## src/rtl/core/edf_pkg.sv

```systemverilog
// Package for the encoder dimension fitter: payload words, configuration
// register map, sequencer states and fixed constants. No dependencies.
package edf_pkg;

  // Input word: one frame size.
  typedef struct packed {
    logic [15:0] frame_width;
    logic [15:0] frame_height;
  } edf_in_t;

  // Result word: fitted even size and whether it is usable.
  typedef struct packed {
    logic [15:0] fitted_width;
    logic [15:0] fitted_height;
    logic        fits;
  } edf_out_t;

  // Configuration register contents.
  typedef struct packed {
    logic [15:0] min_width_limit;
    logic [15:0] min_height_limit;
    logic [15:0] max_width_limit;
    logic [15:0] max_height_limit;
    logic [24:0] macroblock_budget;
  } edf_cfg_t;

  // Request to the shared divider.
  typedef struct packed {
    logic        start;
    logic [15:0] num;
    logic [15:0] den;
  } edf_div_req_t;

  // Register map: byte address 4*i, decoded on paddr[4:2].
  localparam int unsigned CFG_AW = 5;
  localparam logic [2:0] REG_MIN_W  = 3'd0;
  localparam logic [2:0] REG_MIN_H  = 3'd1;
  localparam logic [2:0] REG_MAX_W  = 3'd2;
  localparam logic [2:0] REG_MAX_H  = 3'd3;
  localparam logic [2:0] REG_BUDGET = 3'd4;

  localparam logic [15:0] RST_MIN_DIM = 16'd2;
  localparam logic [15:0] RST_MAX_DIM = 16'd4096;
  localparam logic [24:0] RST_BUDGET  = 25'd0;

  // Smallest dimension that is ever accepted.
  localparam logic [15:0] MIN_DIM = 16'd2;
  // Rounding term for the macroblock count ceil(x / 16).
  localparam logic [16:0] MB_ROUND = 17'd15;

  typedef enum logic [3:0] {
    ST_IDLE,
    ST_DIV_W_GO,
    ST_DIV_W_WAIT,
    ST_DIV_H_GO,
    ST_DIV_H_WAIT,
    ST_MUL_W,
    ST_MUL_H,
    ST_CAP_H,
    ST_MUL_MB,
    ST_CHECK,
    ST_FINISH
  } edf_state_e;

endpackage

```

## src/rtl/core/edf_regs.sv

```systemverilog
// APB-style configuration registers of the encoder dimension fitter.
// Depends on edf_pkg for the register map and reset values.
module edf_regs
  import edf_pkg::*;
(
  input  logic              clk_i,
  input  logic              rst_ni,
  input  logic              psel,
  input  logic              penable,
  input  logic              pwrite,
  input  logic [CFG_AW-1:0] paddr,
  input  logic [31:0]       pwdata,
  output logic [31:0]       prdata,
  output logic              pready,
  output edf_cfg_t          cfg_o
);

  edf_cfg_t cfg_q;
  logic     wr_en;

  assign wr_en  = psel & penable & pwrite;
  assign pready = 1'b1;
  assign cfg_o  = cfg_q;

  always_ff @(posedge clk_i or negedge rst_ni) begin
    if (!rst_ni) begin
      cfg_q.min_width_limit   <= RST_MIN_DIM;
      cfg_q.min_height_limit  <= RST_MIN_DIM;
      cfg_q.max_width_limit   <= RST_MAX_DIM;
      cfg_q.max_height_limit  <= RST_MAX_DIM;
      cfg_q.macroblock_budget <= RST_BUDGET;
    end else if (wr_en) begin
      unique case (paddr[4:2])
        REG_MIN_W:  cfg_q.min_width_limit   <= pwdata[15:0];
        REG_MIN_H:  cfg_q.min_height_limit  <= pwdata[15:0];
        REG_MAX_W:  cfg_q.max_width_limit   <= pwdata[15:0];
        REG_MAX_H:  cfg_q.max_height_limit  <= pwdata[15:0];
        REG_BUDGET: cfg_q.macroblock_budget <= pwdata[24:0];
        default: ;
      endcase
    end
  end

  always_comb begin
    unique case (paddr[4:2])
      REG_MIN_W:  prdata = {16'd0, cfg_q.min_width_limit};
      REG_MIN_H:  prdata = {16'd0, cfg_q.min_height_limit};
      REG_MAX_W:  prdata = {16'd0, cfg_q.max_width_limit};
      REG_MAX_H:  prdata = {16'd0, cfg_q.max_height_limit};
      REG_BUDGET: prdata = {7'd0, cfg_q.macroblock_budget};
      default:    prdata = 32'd0;
    endcase
  end

endmodule

```

## src/rtl/core/edf_div.sv

```systemverilog
// Shared restoring divider, one quotient bit per cycle, for the scale ratio
// max * 2^F / dim. Depends on edf_pkg for the request struct.
module edf_div
  import edf_pkg::*;
#(
  parameter int unsigned FRAC_BITS = 24
) (
  input  logic             clk_i,
  input  logic             rst_ni,
  input  edf_div_req_t     req_i,
  output logic             done_o,
  output logic [FRAC_BITS:0] quo_o
);

  localparam int unsigned CW = $clog2(FRAC_BITS + 1);

  logic [16:0]          rem_q;
  logic [FRAC_BITS:0]   quo_q;
  logic [15:0]          den_q;
  logic [CW-1:0]        cnt_q;
  logic                 run_q;
  logic                 done_q;
  logic [17:0]          rem_sh;
  logic                 qbit;
  logic [16:0]          rem_nx;

  // The ratio is only needed up to 1.0, so a numerator that is not below
  // the denominator saturates at once; otherwise the quotient has F bits.
  assign rem_sh = {rem_q, 1'b0};
  assign qbit   = rem_sh >= {2'b00, den_q};
  assign rem_nx = qbit ? 17'(rem_sh - {2'b00, den_q}) : rem_sh[16:0];

  always_ff @(posedge clk_i or negedge rst_ni) begin
    if (!rst_ni) begin
      run_q  <= 1'b0;
      done_q <= 1'b0;
      cnt_q  <= '0;
    end else begin
      done_q <= 1'b0;
      if (req_i.start) begin
        if (req_i.num >= req_i.den) begin
          done_q <= 1'b1;
        end else begin
          run_q <= 1'b1;
          cnt_q <= CW'(FRAC_BITS);
        end
      end else if (run_q) begin
        cnt_q <= cnt_q - 1'b1;
        if (cnt_q == CW'(1)) begin
          run_q  <= 1'b0;
          done_q <= 1'b1;
        end
      end
    end
  end

  always_ff @(posedge clk_i) begin
    if (req_i.start) begin
      den_q <= req_i.den;
      rem_q <= {1'b0, req_i.num};
      if (req_i.num >= req_i.den) begin
        quo_q <= {1'b1, {FRAC_BITS{1'b0}}};
      end else begin
        quo_q <= '0;
      end
    end else if (run_q) begin
      rem_q <= rem_nx;
      quo_q <= {quo_q[FRAC_BITS-1:0], qbit};
    end
  end

  assign done_o = done_q;
  assign quo_o  = quo_q;

endmodule

```

## src/rtl/core/edf_mul.sv

```systemverilog
// Shared multiplier with a registered product, used for dimension scaling
// and for the macroblock count. Depends on edf_pkg for nothing but style.
module edf_mul
  import edf_pkg::*;
#(
  parameter int unsigned FRAC_BITS = 24
) (
  input  logic                  clk_i,
  input  logic                  en_i,
  input  logic [15:0]           a_i,
  input  logic [FRAC_BITS:0]    b_i,
  output logic [FRAC_BITS+16:0] prod_o
);

  logic [FRAC_BITS+16:0] prod_q;

  always_ff @(posedge clk_i) begin
    if (en_i) begin
      prod_q <= {{(FRAC_BITS+1){1'b0}}, a_i} * {16'd0, b_i};
    end
  end

  assign prod_o = prod_q;

endmodule

```

## src/rtl/core/encoder_dimension_fitter_top.sv

```systemverilog
// Top level of the encoder dimension fitter: sequencer, search registers and
// result register. Depends on edf_pkg, edf_regs, edf_div and edf_mul.
//
//   channel   direction  handshake            word
//   frame     in         start_i / busy_o     edf_in_t  frame_i
//   result    out        done_o (strobe)      edf_out_t result_o
//   config    in/out     APB psel/penable     32-bit register at 4*index
//
// A frame whose width, height or a maximum is below two gives its result
// in the cycle after it is taken. Otherwise the shared divider forms the
// width ratio and then the height ratio, saturating a ratio at 1.0 without
// iterating when the maximum is not below the dimension. Each trial then
// runs the shared multiplier over width, height and macroblock count; when
// the budget forces a bisection, SEARCH_STEPS further trials follow.
// busy_o stays low for a tiny frame and is otherwise high from the
// accepting edge until the result strobe. Reset is asynchronous and
// returns the sequencer to idle with the registers at their reset values.
// Results are shown for one cycle and cannot be held off.
module encoder_dimension_fitter_top
  import edf_pkg::*;
#(
  parameter int unsigned SCALE_FRAC_BITS = 24,
  parameter int unsigned SEARCH_STEPS    = 24
) (
  input  logic              clk_i,
  input  logic              rst_ni,
  input  logic              start_i,
  output logic              busy_o,
  input  edf_in_t           frame_i,
  output logic              done_o,
  output edf_out_t          result_o,
  input  logic              psel,
  input  logic              penable,
  input  logic              pwrite,
  input  logic [CFG_AW-1:0] paddr,
  input  logic [31:0]       pwdata,
  output logic [31:0]       prdata,
  output logic              pready
);

  localparam int unsigned FB  = SCALE_FRAC_BITS;
  localparam int unsigned FW  = FB + 1;
  localparam int unsigned PW  = FB + 17;
  localparam int unsigned SCW = $clog2(SEARCH_STEPS + 1);

  edf_cfg_t     cfg;
  edf_div_req_t div_req;
  logic         div_done;
  logic [FB:0]  div_quo;
  logic         mul_en;
  logic [15:0]  mul_a;
  logic [FB:0]  mul_b;
  logic [PW-1:0] prod;

  edf_state_e state_q, state_d;

  logic [15:0]    w_q, h_q;
  logic [FB:0]    fac_q, low_q, high_q;
  logic           search_q;
  logic [SCW-1:0] step_q;
  logic [15:0]    fw_q, fh_q, res_w_q, res_h_q;
  edf_out_t       out_q;
  logic           done_q;

  logic           tiny;
  logic           accept;
  logic [15:0]    scaled;
  logic [16:0]    cw_sum, ch_sum;
  logic           pass;
  logic [FB:0]    next_low, next_high;
  logic [FB+1:0]  mid_sum;
  logic [FB:0]    next_mid;
  logic [15:0]    min_w_eff, min_h_eff;
  logic           fits;

  edf_regs u_regs (
    .clk_i   (clk_i),
    .rst_ni  (rst_ni),
    .psel    (psel),
    .penable (penable),
    .pwrite  (pwrite),
    .paddr   (paddr),
    .pwdata  (pwdata),
    .prdata  (prdata),
    .pready  (pready),
    .cfg_o   (cfg)
  );

  edf_div #(.FRAC_BITS(FB)) u_div (
    .clk_i  (clk_i),
    .rst_ni (rst_ni),
    .req_i  (div_req),
    .done_o (div_done),
    .quo_o  (div_quo)
  );

  edf_mul #(.FRAC_BITS(FB)) u_mul (
    .clk_i  (clk_i),
    .en_i   (mul_en),
    .a_i    (mul_a),
    .b_i    (mul_b),
    .prod_o (prod)
  );

  assign accept = start_i && (state_q == ST_IDLE);
  assign tiny   = (frame_i.frame_width < MIN_DIM) || (frame_i.frame_height < MIN_DIM) ||
                  (cfg.max_width_limit < MIN_DIM) || (cfg.max_height_limit < MIN_DIM);

  // Product shifted down by the fraction bits, with bit 0 cleared. The factor
  // never exceeds 1.0, so the scaled value always fits in 16 bits.
  assign scaled = {prod[FB+15:FB+1], 1'b0};

  // Macroblock columns and rows, ceil(x / 16), at most 4096 each.
  assign cw_sum = {1'b0, fw_q} + MB_ROUND;
  assign ch_sum = {1'b0, fh_q} + MB_ROUND;

  // A trial passes when there is no budget or the block count stays within it.
  assign pass = (cfg.macroblock_budget == '0) ||
                (prod <= {{(PW-25){1'b0}}, cfg.macroblock_budget});

  // Bisection bounds after this trial and the next midpoint, floored.
  assign next_low  = pass ? fac_q : low_q;
  assign next_high = pass ? high_q : fac_q;
  assign mid_sum   = {1'b0, next_low} + {1'b0, next_high};
  assign next_mid  = mid_sum[FB+1:1];

  assign min_w_eff = (cfg.min_width_limit < MIN_DIM) ? MIN_DIM : cfg.min_width_limit;
  assign min_h_eff = (cfg.min_height_limit < MIN_DIM) ? MIN_DIM : cfg.min_height_limit;
  assign fits      = (res_w_q >= min_w_eff) && (res_h_q >= min_h_eff);

  // Next state.
  always_comb begin
    state_d = state_q;
    unique case (state_q)
      ST_IDLE: begin
        if (start_i && !tiny) begin
          state_d = ST_DIV_W_GO;
        end
      end
      ST_DIV_W_GO:   state_d = ST_DIV_W_WAIT;
      ST_DIV_W_WAIT: if (div_done) state_d = ST_DIV_H_GO;
      ST_DIV_H_GO:   state_d = ST_DIV_H_WAIT;
      ST_DIV_H_WAIT: if (div_done) state_d = ST_MUL_W;
      ST_MUL_W:      state_d = ST_MUL_H;
      ST_MUL_H:      state_d = ST_CAP_H;
      ST_CAP_H:      state_d = ST_MUL_MB;
      ST_MUL_MB:     state_d = ST_CHECK;
      ST_CHECK: begin
        if (!search_q) begin
          state_d = pass ? ST_FINISH : ST_MUL_W;
        end else begin
          state_d = (step_q == SCW'(1)) ? ST_FINISH : ST_MUL_W;
        end
      end
      ST_FINISH:     state_d = ST_IDLE;
      default:       state_d = ST_IDLE;
    endcase
  end

  // Unit controls: divider request and multiplier operands.
  always_comb begin
    div_req.start = 1'b0;
    div_req.num   = cfg.max_width_limit;
    div_req.den   = w_q;
    mul_en        = 1'b0;
    mul_a         = w_q;
    mul_b         = fac_q;
    unique case (state_q)
      ST_DIV_W_GO: begin
        div_req.start = 1'b1;
      end
      ST_DIV_H_GO: begin
        div_req.start = 1'b1;
        div_req.num   = cfg.max_height_limit;
        div_req.den   = h_q;
      end
      ST_MUL_W: begin
        mul_en = 1'b1;
      end
      ST_MUL_H: begin
        mul_en = 1'b1;
        mul_a  = h_q;
      end
      ST_MUL_MB: begin
        mul_en = 1'b1;
        mul_a  = {3'd0, cw_sum[16:4]};
        mul_b  = {{(FW-13){1'b0}}, ch_sum[16:4]};
      end
      default: ;
    endcase
  end

  // Control registers.
  always_ff @(posedge clk_i or negedge rst_ni) begin
    if (!rst_ni) begin
      state_q  <= ST_IDLE;
      search_q <= 1'b0;
      step_q   <= '0;
      done_q   <= 1'b0;
    end else begin
      state_q <= state_d;
      done_q  <= (accept && tiny) || (state_q == ST_FINISH);
      if (state_q == ST_IDLE) begin
        search_q <= 1'b0;
      end else if (state_q == ST_CHECK) begin
        if (!search_q) begin
          if (!pass) begin
            search_q <= 1'b1;
            step_q   <= SCW'(SEARCH_STEPS);
          end
        end else begin
          step_q <= step_q - 1'b1;
        end
      end
    end
  end

  // Datapath registers.
  always_ff @(posedge clk_i) begin
    unique case (state_q)
      ST_IDLE: begin
        if (start_i) begin
          w_q <= frame_i.frame_width;
          h_q <= frame_i.frame_height;
          if (tiny) begin
            out_q <= '0;
          end
        end
      end
      ST_DIV_W_WAIT: if (div_done) fac_q <= div_quo;
      ST_DIV_H_WAIT: if (div_done && (div_quo < fac_q)) fac_q <= div_quo;
      ST_MUL_H:      fw_q <= scaled;
      ST_CAP_H:      fh_q <= scaled;
      ST_CHECK: begin
        if (!search_q) begin
          if (pass) begin
            res_w_q <= fw_q;
            res_h_q <= fh_q;
          end else begin
            // Start the bisection over [0, scale]; factor 0 gives a 0x0 size.
            low_q   <= '0;
            high_q  <= fac_q;
            fac_q   <= {1'b0, fac_q[FB:1]};
            res_w_q <= '0;
            res_h_q <= '0;
          end
        end else begin
          low_q  <= next_low;
          high_q <= next_high;
          fac_q  <= next_mid;
          if (pass) begin
            res_w_q <= fw_q;
            res_h_q <= fh_q;
          end
        end
      end
      ST_FINISH: begin
        out_q.fitted_width  <= fits ? res_w_q : 16'd0;
        out_q.fitted_height <= fits ? res_h_q : 16'd0;
        out_q.fits          <= fits;
      end
      default: ;
    endcase
  end

  assign busy_o   = (state_q != ST_IDLE);
  assign done_o   = done_q;
  assign result_o = out_q;

`ifndef SYNTHESIS
  a_nofit_zero: assert property (@(posedge clk_i) disable iff (!rst_ni)
    (done_o && !result_o.fits) |->
      (result_o.fitted_width == 16'd0) && (result_o.fitted_height == 16'd0))
    else $error("rejected size is not reported as zero");

  a_fit_even: assert property (@(posedge clk_i) disable iff (!rst_ni)
    (done_o && result_o.fits) |->
      !result_o.fitted_width[0] && !result_o.fitted_height[0] &&
      (result_o.fitted_width >= MIN_DIM) && (result_o.fitted_height >= MIN_DIM))
    else $error("fitted size is odd or below two");

  a_finish_strobe: assert property (@(posedge clk_i) disable iff (!rst_ni)
    (state_q == ST_FINISH) |=> (done_o && !busy_o))
    else $error("finish did not produce exactly the result strobe");

  a_bounds_order: assert property (@(posedge clk_i) disable iff (!rst_ni)
    (search_q && (state_q == ST_MUL_W)) |-> (low_q <= fac_q) && (fac_q <= high_q))
    else $error("bisection midpoint left its bounds");

  a_busy_strobe: assert property (@(posedge clk_i) disable iff (!rst_ni)
    (done_o && $past(busy_o)) |-> $fell(busy_o))
    else $error("result strobe while the sequencer is still running");
`endif

endmodule

```

## config.mk

```make
export PLATFORM = sky130hd
export DESIGN_NAME = encoder_dimension_fitter_top
export DESIGN_NICKNAME = d
export VERILOG_FILES = /design/src/rtl/core/edf_pkg.sv /design/src/rtl/core/edf_regs.sv /design/src/rtl/core/edf_div.sv /design/src/rtl/core/edf_mul.sv /design/src/rtl/core/encoder_dimension_fitter_top.sv
export SDC_FILE = /design/constraint.sdc
export NUM_CORES = 2
export LEC_CHECK = 0
export ABC_AREA = 1
export ABC_CLOCK_PERIOD_IN_PS = 11450
export BUFFER_PORTS_ARGS = -buffer_cell sky130_fd_sc_hd__clkbuf_2
export CORE_UTILIZATION = 50
export CTS_CLUSTER_SIZE = 12
export DETAILED_ROUTE_END_ITERATION = 10
export PLACE_DENSITY = 0.64
export SYNTH_ARGS = -nofsm -noshare
export SYNTH_HDL_FRONTEND = slang
export SYNTH_HIERARCHICAL = 1
export SYNTH_SLANG_ARGS = --single-unit
```

## constraint.sdc

```tcl
create_clock -name clk_i -period 11.45 [get_ports clk_i]
set_input_delay 0.5725 -clock clk_i [delete_from_list [all_inputs] [get_ports clk_i]]
set_output_delay 0.5725 -clock clk_i [all_outputs]
set_load 0.02 [all_outputs]
```

Word-level counts from Yosys, hierarchy flattened --
Cells that the tools add are included. W data, S select, Z words.
Storage, ports and cells: register bits after elaboration 408, output and inout port bits 68, word-level logic and storage cells 169
Operators by class: add/sub/neg operators 6, multiply operators 1, $lt $le $gt $ge 12, equality and inequality tests 26, muxes and demuxes 58, bitwise gates (word level) 3, reduce and logical (&&, ||, !) cells 34
Operators with widths (number):
- $mux W25 | 12
- $mux W16 | 12
- $pmux W25 S5 | 1
- $lt A16 B2 Y1 const B | 6
- $pmux W25 S3 | 1
- $mux W33 | 2
- $pmux W33 S2 | 1
- $ge A16 B16 Y1 | 3
- $le A41 B25 Y1 | 1
- $mul A16 B25 Y41 | 1
- $pmux W4 S10 | 1
- $add A16 B4 Y17 const B | 2
- $mux W32 | 1
- $pmux W16 S2 | 1
- $add A25 B25 Y26 | 1
- $logic_not A25 Y1 | 1
- $lt A25 B25 Y1 | 1
- $mux W5 | 5
- $mux W4 | 6
- $ge A18 B16 Y1 | 1
- $reduce_and A2 Y1 | 9
- $mux W17 | 1
- $sub A17 B16 Y17 | 1
- $eq A4 B3 Y1 const B | 4
- other kinds (26) | 65

Depth between registers and ports, before layout --
depth after elaboration 8, depth in mapped cells 44

Cells and area by module --
Netlist, hierarchy kept.
Modules (own cells, without submodules):
- edf_mul | instances 1, cells an instance 2017, area an instance 15217.1 sq um
- encoder_dimension_fitter_top | instances 1, cells an instance 1591, area an instance 13357.8 sq um
- edf_regs | instances 1, cells an instance 573, area an instance 4465.5 sq um
- edf_div | instances 1, cells an instance 553, area an instance 4413.0 sq um

Least setup slack after synthesis --
No wires, ideal clock.
path type reg-to-reg, start point register state_q[3], end point register u_mul.prod_q[32], in the netlist u_mul/prod_o[32], data pin, setup time 0.252 ns, arrival 7.047 ns, required time 11.198 ns, slack 4.150 ns, cell stages (with the launch flop) 32, buffers on the path 3, period minus slack after synthesis 7.300 ns, path through dfrtp_1 nor2_1 inv_1 nor2_1 inv_1 clkbuf_1 o221ai_1 clkbuf_1 clkbuf_1 nand2_1 fa_1 inv_1 fa_1 inv_1 fa_1 inv_1 fa_1 fa_1 inv_1 fa_1 inv_1 ha_1 nand2_1 inv_1 a21oi_1 nand2_1 nand2_1 nand3_2 nand2_1 nand2_1 nand2_1 nand2_1
On the way: longest elaborated chain between the ends 3, elaborated cells on any way between the ends 5
RTL lines:
- start: declaration | line encoder_dimension_fitter_top.sv:55 | edf_state_e state_q, state_d;
- start signal: assignment | line encoder_dimension_fitter_top.sv:201 | state_q <= state_d;
- $eq A4 B4 Y1 / $eq A4 B3 Y1 (equally long branches) | line encoder_dimension_fitter_top.sv:168 | unique case (state_q)
- $pmux W16 S2 * | line encoder_dimension_fitter_top.sv:168
- via mul_a[6] | line encoder_dimension_fitter_top.sv:51 | logic [15:0] mul_a;
- $mul A16 B25 Y41 * | line edf_mul.sv:19 | prod_q <= {{(FRAC_BITS+1){1'b0}}, a_i} * {16'd0, b_i};
- end signal: assignment | line edf_mul.sv:19
- end: declaration | line edf_mul.sv:15 | logic [FRAC_BITS+16:0] prod_q;
The timed path passes the listed nets; every way through them passes the cells marked *. A chain may end at the register's enable or synchronous reset.

Worst setup path after layout --
Same ends and word-level chain as after synthesis.

==> impl_metrics.yaml <==
status:
  status: "complete, no violations"
cts:
  clk_latency_ns: 0.61
  cts-root-buf: "sky130_fd_sc_hd__clkbuf_16"
  path_clk_slew_ns: 0.06
  cts_hold_repair.buffers: 0
  cts_htree_levels: 2
  clock_sink_count: 404
  cts-buffers-inserted: 46
  post_cts_buffers: 0
  cts_repair_resize_count: 0
  clock_tree.buffer_depth: 3
  tritoncts: "built"
grt:
  first_pass_grt_wire_length_um: 165000
  largest_net_degree_at_the_start_of_global_routing: 102
  antenna_found_initial: 0
  globalRouteOverflowTotal: 0
  via_count_of_the_first_global_routing_pass: 29900
  globalRouteTotalUtil_pct: 28.0
sta:
  tns_ns: 0
  layout_min_cycle_time_ns: 8.58
  finalHoldViolCount: 0
  slew_headroom_pct: 24.1
  final_max_slew_viol_count: 0
  hold_ws_ns: 0.0116
  period_share_pct: 74.9
  finalSetupViolCount: 0
  max_freq_ghz: 0.117
  tightestPinTransition_ns: 1.14
  timing.clock.skew_ns: 0.0357
  rsz0062_at_grt: "no"
die:
  design.core.area_um2: 73600
  top_level_ports: 143
  die_area_um2: 76000
  initial_core_util_pct: 50.9
  dieHeight_um: 276
  placement_rows: 99
  die_x_um: 276
synthesis:
  synth_largest_type_area_fraction_pct: 23.7
  synth_most_common_cell: "sky130_fd_sc_hd__nand2_1"
  synthDominantAreaCellType: "sky130_fd_sc_hd__edfxtp_1"
  ys_ff_latch: 404
  synth.distinct_cells: 65
  top_post_synthesis_cells_by_count: "1334 x sky130_fd_sc_hd__nand2_1, 1022 x sky130_fd_sc_hd__inv_1, 322 x sky130_fd_sc_hd__fa_1"
  synth-main-ff-cell: "sky130_fd_sc_hd__edfxtp_1"
  yosysSeqAreaShare_pct: 30.9
  synth_edf_count: 296
  synthesis.yosys.warnings: 6
  mappedNetlistArea_um2: 37500
  synth_cells: 4734
  average_cell_area_after_synthesis_um2: 7.91
  yosys-top-cells-area: "sky130_fd_sc_hd__edfxtp_1 24%, sky130_fd_sc_hd__fa_1 17%, sky130_fd_sc_hd__nand2_1 13%"
  async_reset_ff_share_pct: 26.5
critical_path:
  worst_setup_path_startpoint: "state_q[3]$_DFFE_PN0P_"
  worstPathBufferInverterCount: 8
  r2r_start: "state_q[3]$_DFFE_PN0P_"
  timing.reg2reg.worst_path_depth: 28
  critical_path.slowest_cell: "sky130_fd_sc_hd__o221ai_4"
  worstSetupEndpointType: "flip-flop"
  required_ns: 11.77
  ff2ff_setup_slack_ns: 2.87
  ff_to_ff_end: "u_mul/prod_o[32]$_DFFE_PP_"
  start_kind: "flip-flop"
  timing.critical_path.fanout_max: 25
  path_class: "flip-flop to flip-flop"
  cp_data_arrival_time_ns: 8.90
  timing.critical_path.max_delay_family: "adder cells"
  critical_path.max_stage_delay_ns: 0.97
routing:
  detail-route-antenna-nets: 0
  wl_met1_um: 44100
  wirelength_um: 104000
  route.met2.wl_um: 49500
  drtPass1Iterations: 6
  highest-signal-layer: "met4"
  routed-wl-met3_um: 6550
  drc: 0
  dr.first_iter.drc_count: 2423
  drt-wirelength-per-cell_um: 18.1
  post_drt_via_cell_ratio: 5.24
  vias: 30100
hold_path:
  worstHoldPathType: "input pin to asynchronous set/reset pin"
run:
  max_cap_viol_count: 0
finish:
  drive_above_1_share_pct: 8.44
  area_delta_synth_final_pct: 7.99
  antenna_cells: 0
  layout.core_utilization_pct: 55.0
  finish.net_count: 5398
placed_design:
  io_buffer_count: 123
  post-dp-hpwl_um: 78100
  place_congestion: 0.923
## placed cells by master, fill, tap and decap left out, types with 13 or more instances in the layout
| cell type | n |
|---|---|
| sky130_fd_sc_hd__buf_4 | 36 |
| sky130_fd_sc_hd__a21oi_1 | 136 |
| sky130_fd_sc_hd__nand2_1 | 1332 |
| sky130_fd_sc_hd__nor3_1 | 34 |
| sky130_fd_sc_hd__xnor2_1 | 15 |
| sky130_fd_sc_hd__nor2_4 | 13 |
| sky130_fd_sc_hd__inv_1 | 1022 |
| sky130_fd_sc_hd__nor4_1 | 19 |
| sky130_fd_sc_hd__nor2_1 | 274 |
| sky130_fd_sc_hd__nand3_1 | 161 |
| sky130_fd_sc_hd__inv_2 | 23 |
| sky130_fd_sc_hd__xor2_1 | 28 |
| sky130_fd_sc_hd__mux2_2 | 13 |
| sky130_fd_sc_hd__clkbuf_2 | 122 |
| sky130_fd_sc_hd__o21ai_0 | 171 |
| sky130_fd_sc_hd__nor2_2 | 26 |
| sky130_fd_sc_hd__o21ai_1 | 55 |
| sky130_fd_sc_hd__fa_1 | 322 |
| sky130_fd_sc_hd__ha_1 | 252 |
| sky130_fd_sc_hd__clkbuf_16 | 47 |
| sky130_fd_sc_hd__nand2_2 | 42 |
| sky130_fd_sc_hd__nand4_1 | 58 |
| sky130_fd_sc_hd__dfrtp_1 | 103 |
| sky130_fd_sc_hd__edfxtp_1 | 296 |
## per-layer routing
metal  track usage, %  vias up
met5                0        -
met4             9.80        0
met3             3.44      172
met2             47.1     1003
met1             37.2    14400
li1                 -    14600
## area by class of cell
class	count	area (um^2)
clock buffers	63	1280
clock inverters	22	253
fillers	6971	33100
inverters	1051	3950
multi-input cells	3088	21300
flip-flops and latches	404	11600
well taps	959	1200
repair buffers	158	881
## how the worst max path moves through the flow
stage	endpoint	cells after the start
global route	u_mul/prod_o[32]$_DFFE_PP_	28
floorplan	u_mul/prod_o[32]$_DFFE_PP_	31
finish	u_mul/prod_o[32]$_DFFE_PP_	28
global placement	u_mul/prod_o[32]$_DFFE_PP_	28
CTS	u_mul/prod_o[32]$_DFFE_PP_	28
detailed placement	u_mul/prod_o[32]$_DFFE_PP_	28
## kinds of logic after synthesis
family,synth area share [%]
AOI/OAI and AO/OA,6.53
adders and majority gates,25.6
other,0.0301
and+or+nand+nor,22.5
DFF,30.9
buffers and inverters,12.9
xor gates and xnor gates,1.01
muxes,0.391
## per-stage QoR
stage	std cells	instance area, um^2	setup slack, ns
3_3_place_gp	5660	38900	3.01
6_report	5745	40400	2.87
3_5_place_dp	5660	38900	2.94
4_1_cts	5745	40400	2.93
5_1_grt	5745	40400	2.29
2_1_floorplan	4741	37500	4.15
## flip-flops by register name (all words and copies together), names as in the netlist, 17 cells and up
register and cells:
low_q 25, fac_q 25, u_div/quo_o 25, u_div/rem_q 17, u_regs/cfg_o 89, high_q 25
result_o 31, u_mul/prod_o 41
Power is not shown: default switching activity piles up to over one toggle a cycle in this logic, so the estimate is an artifact.
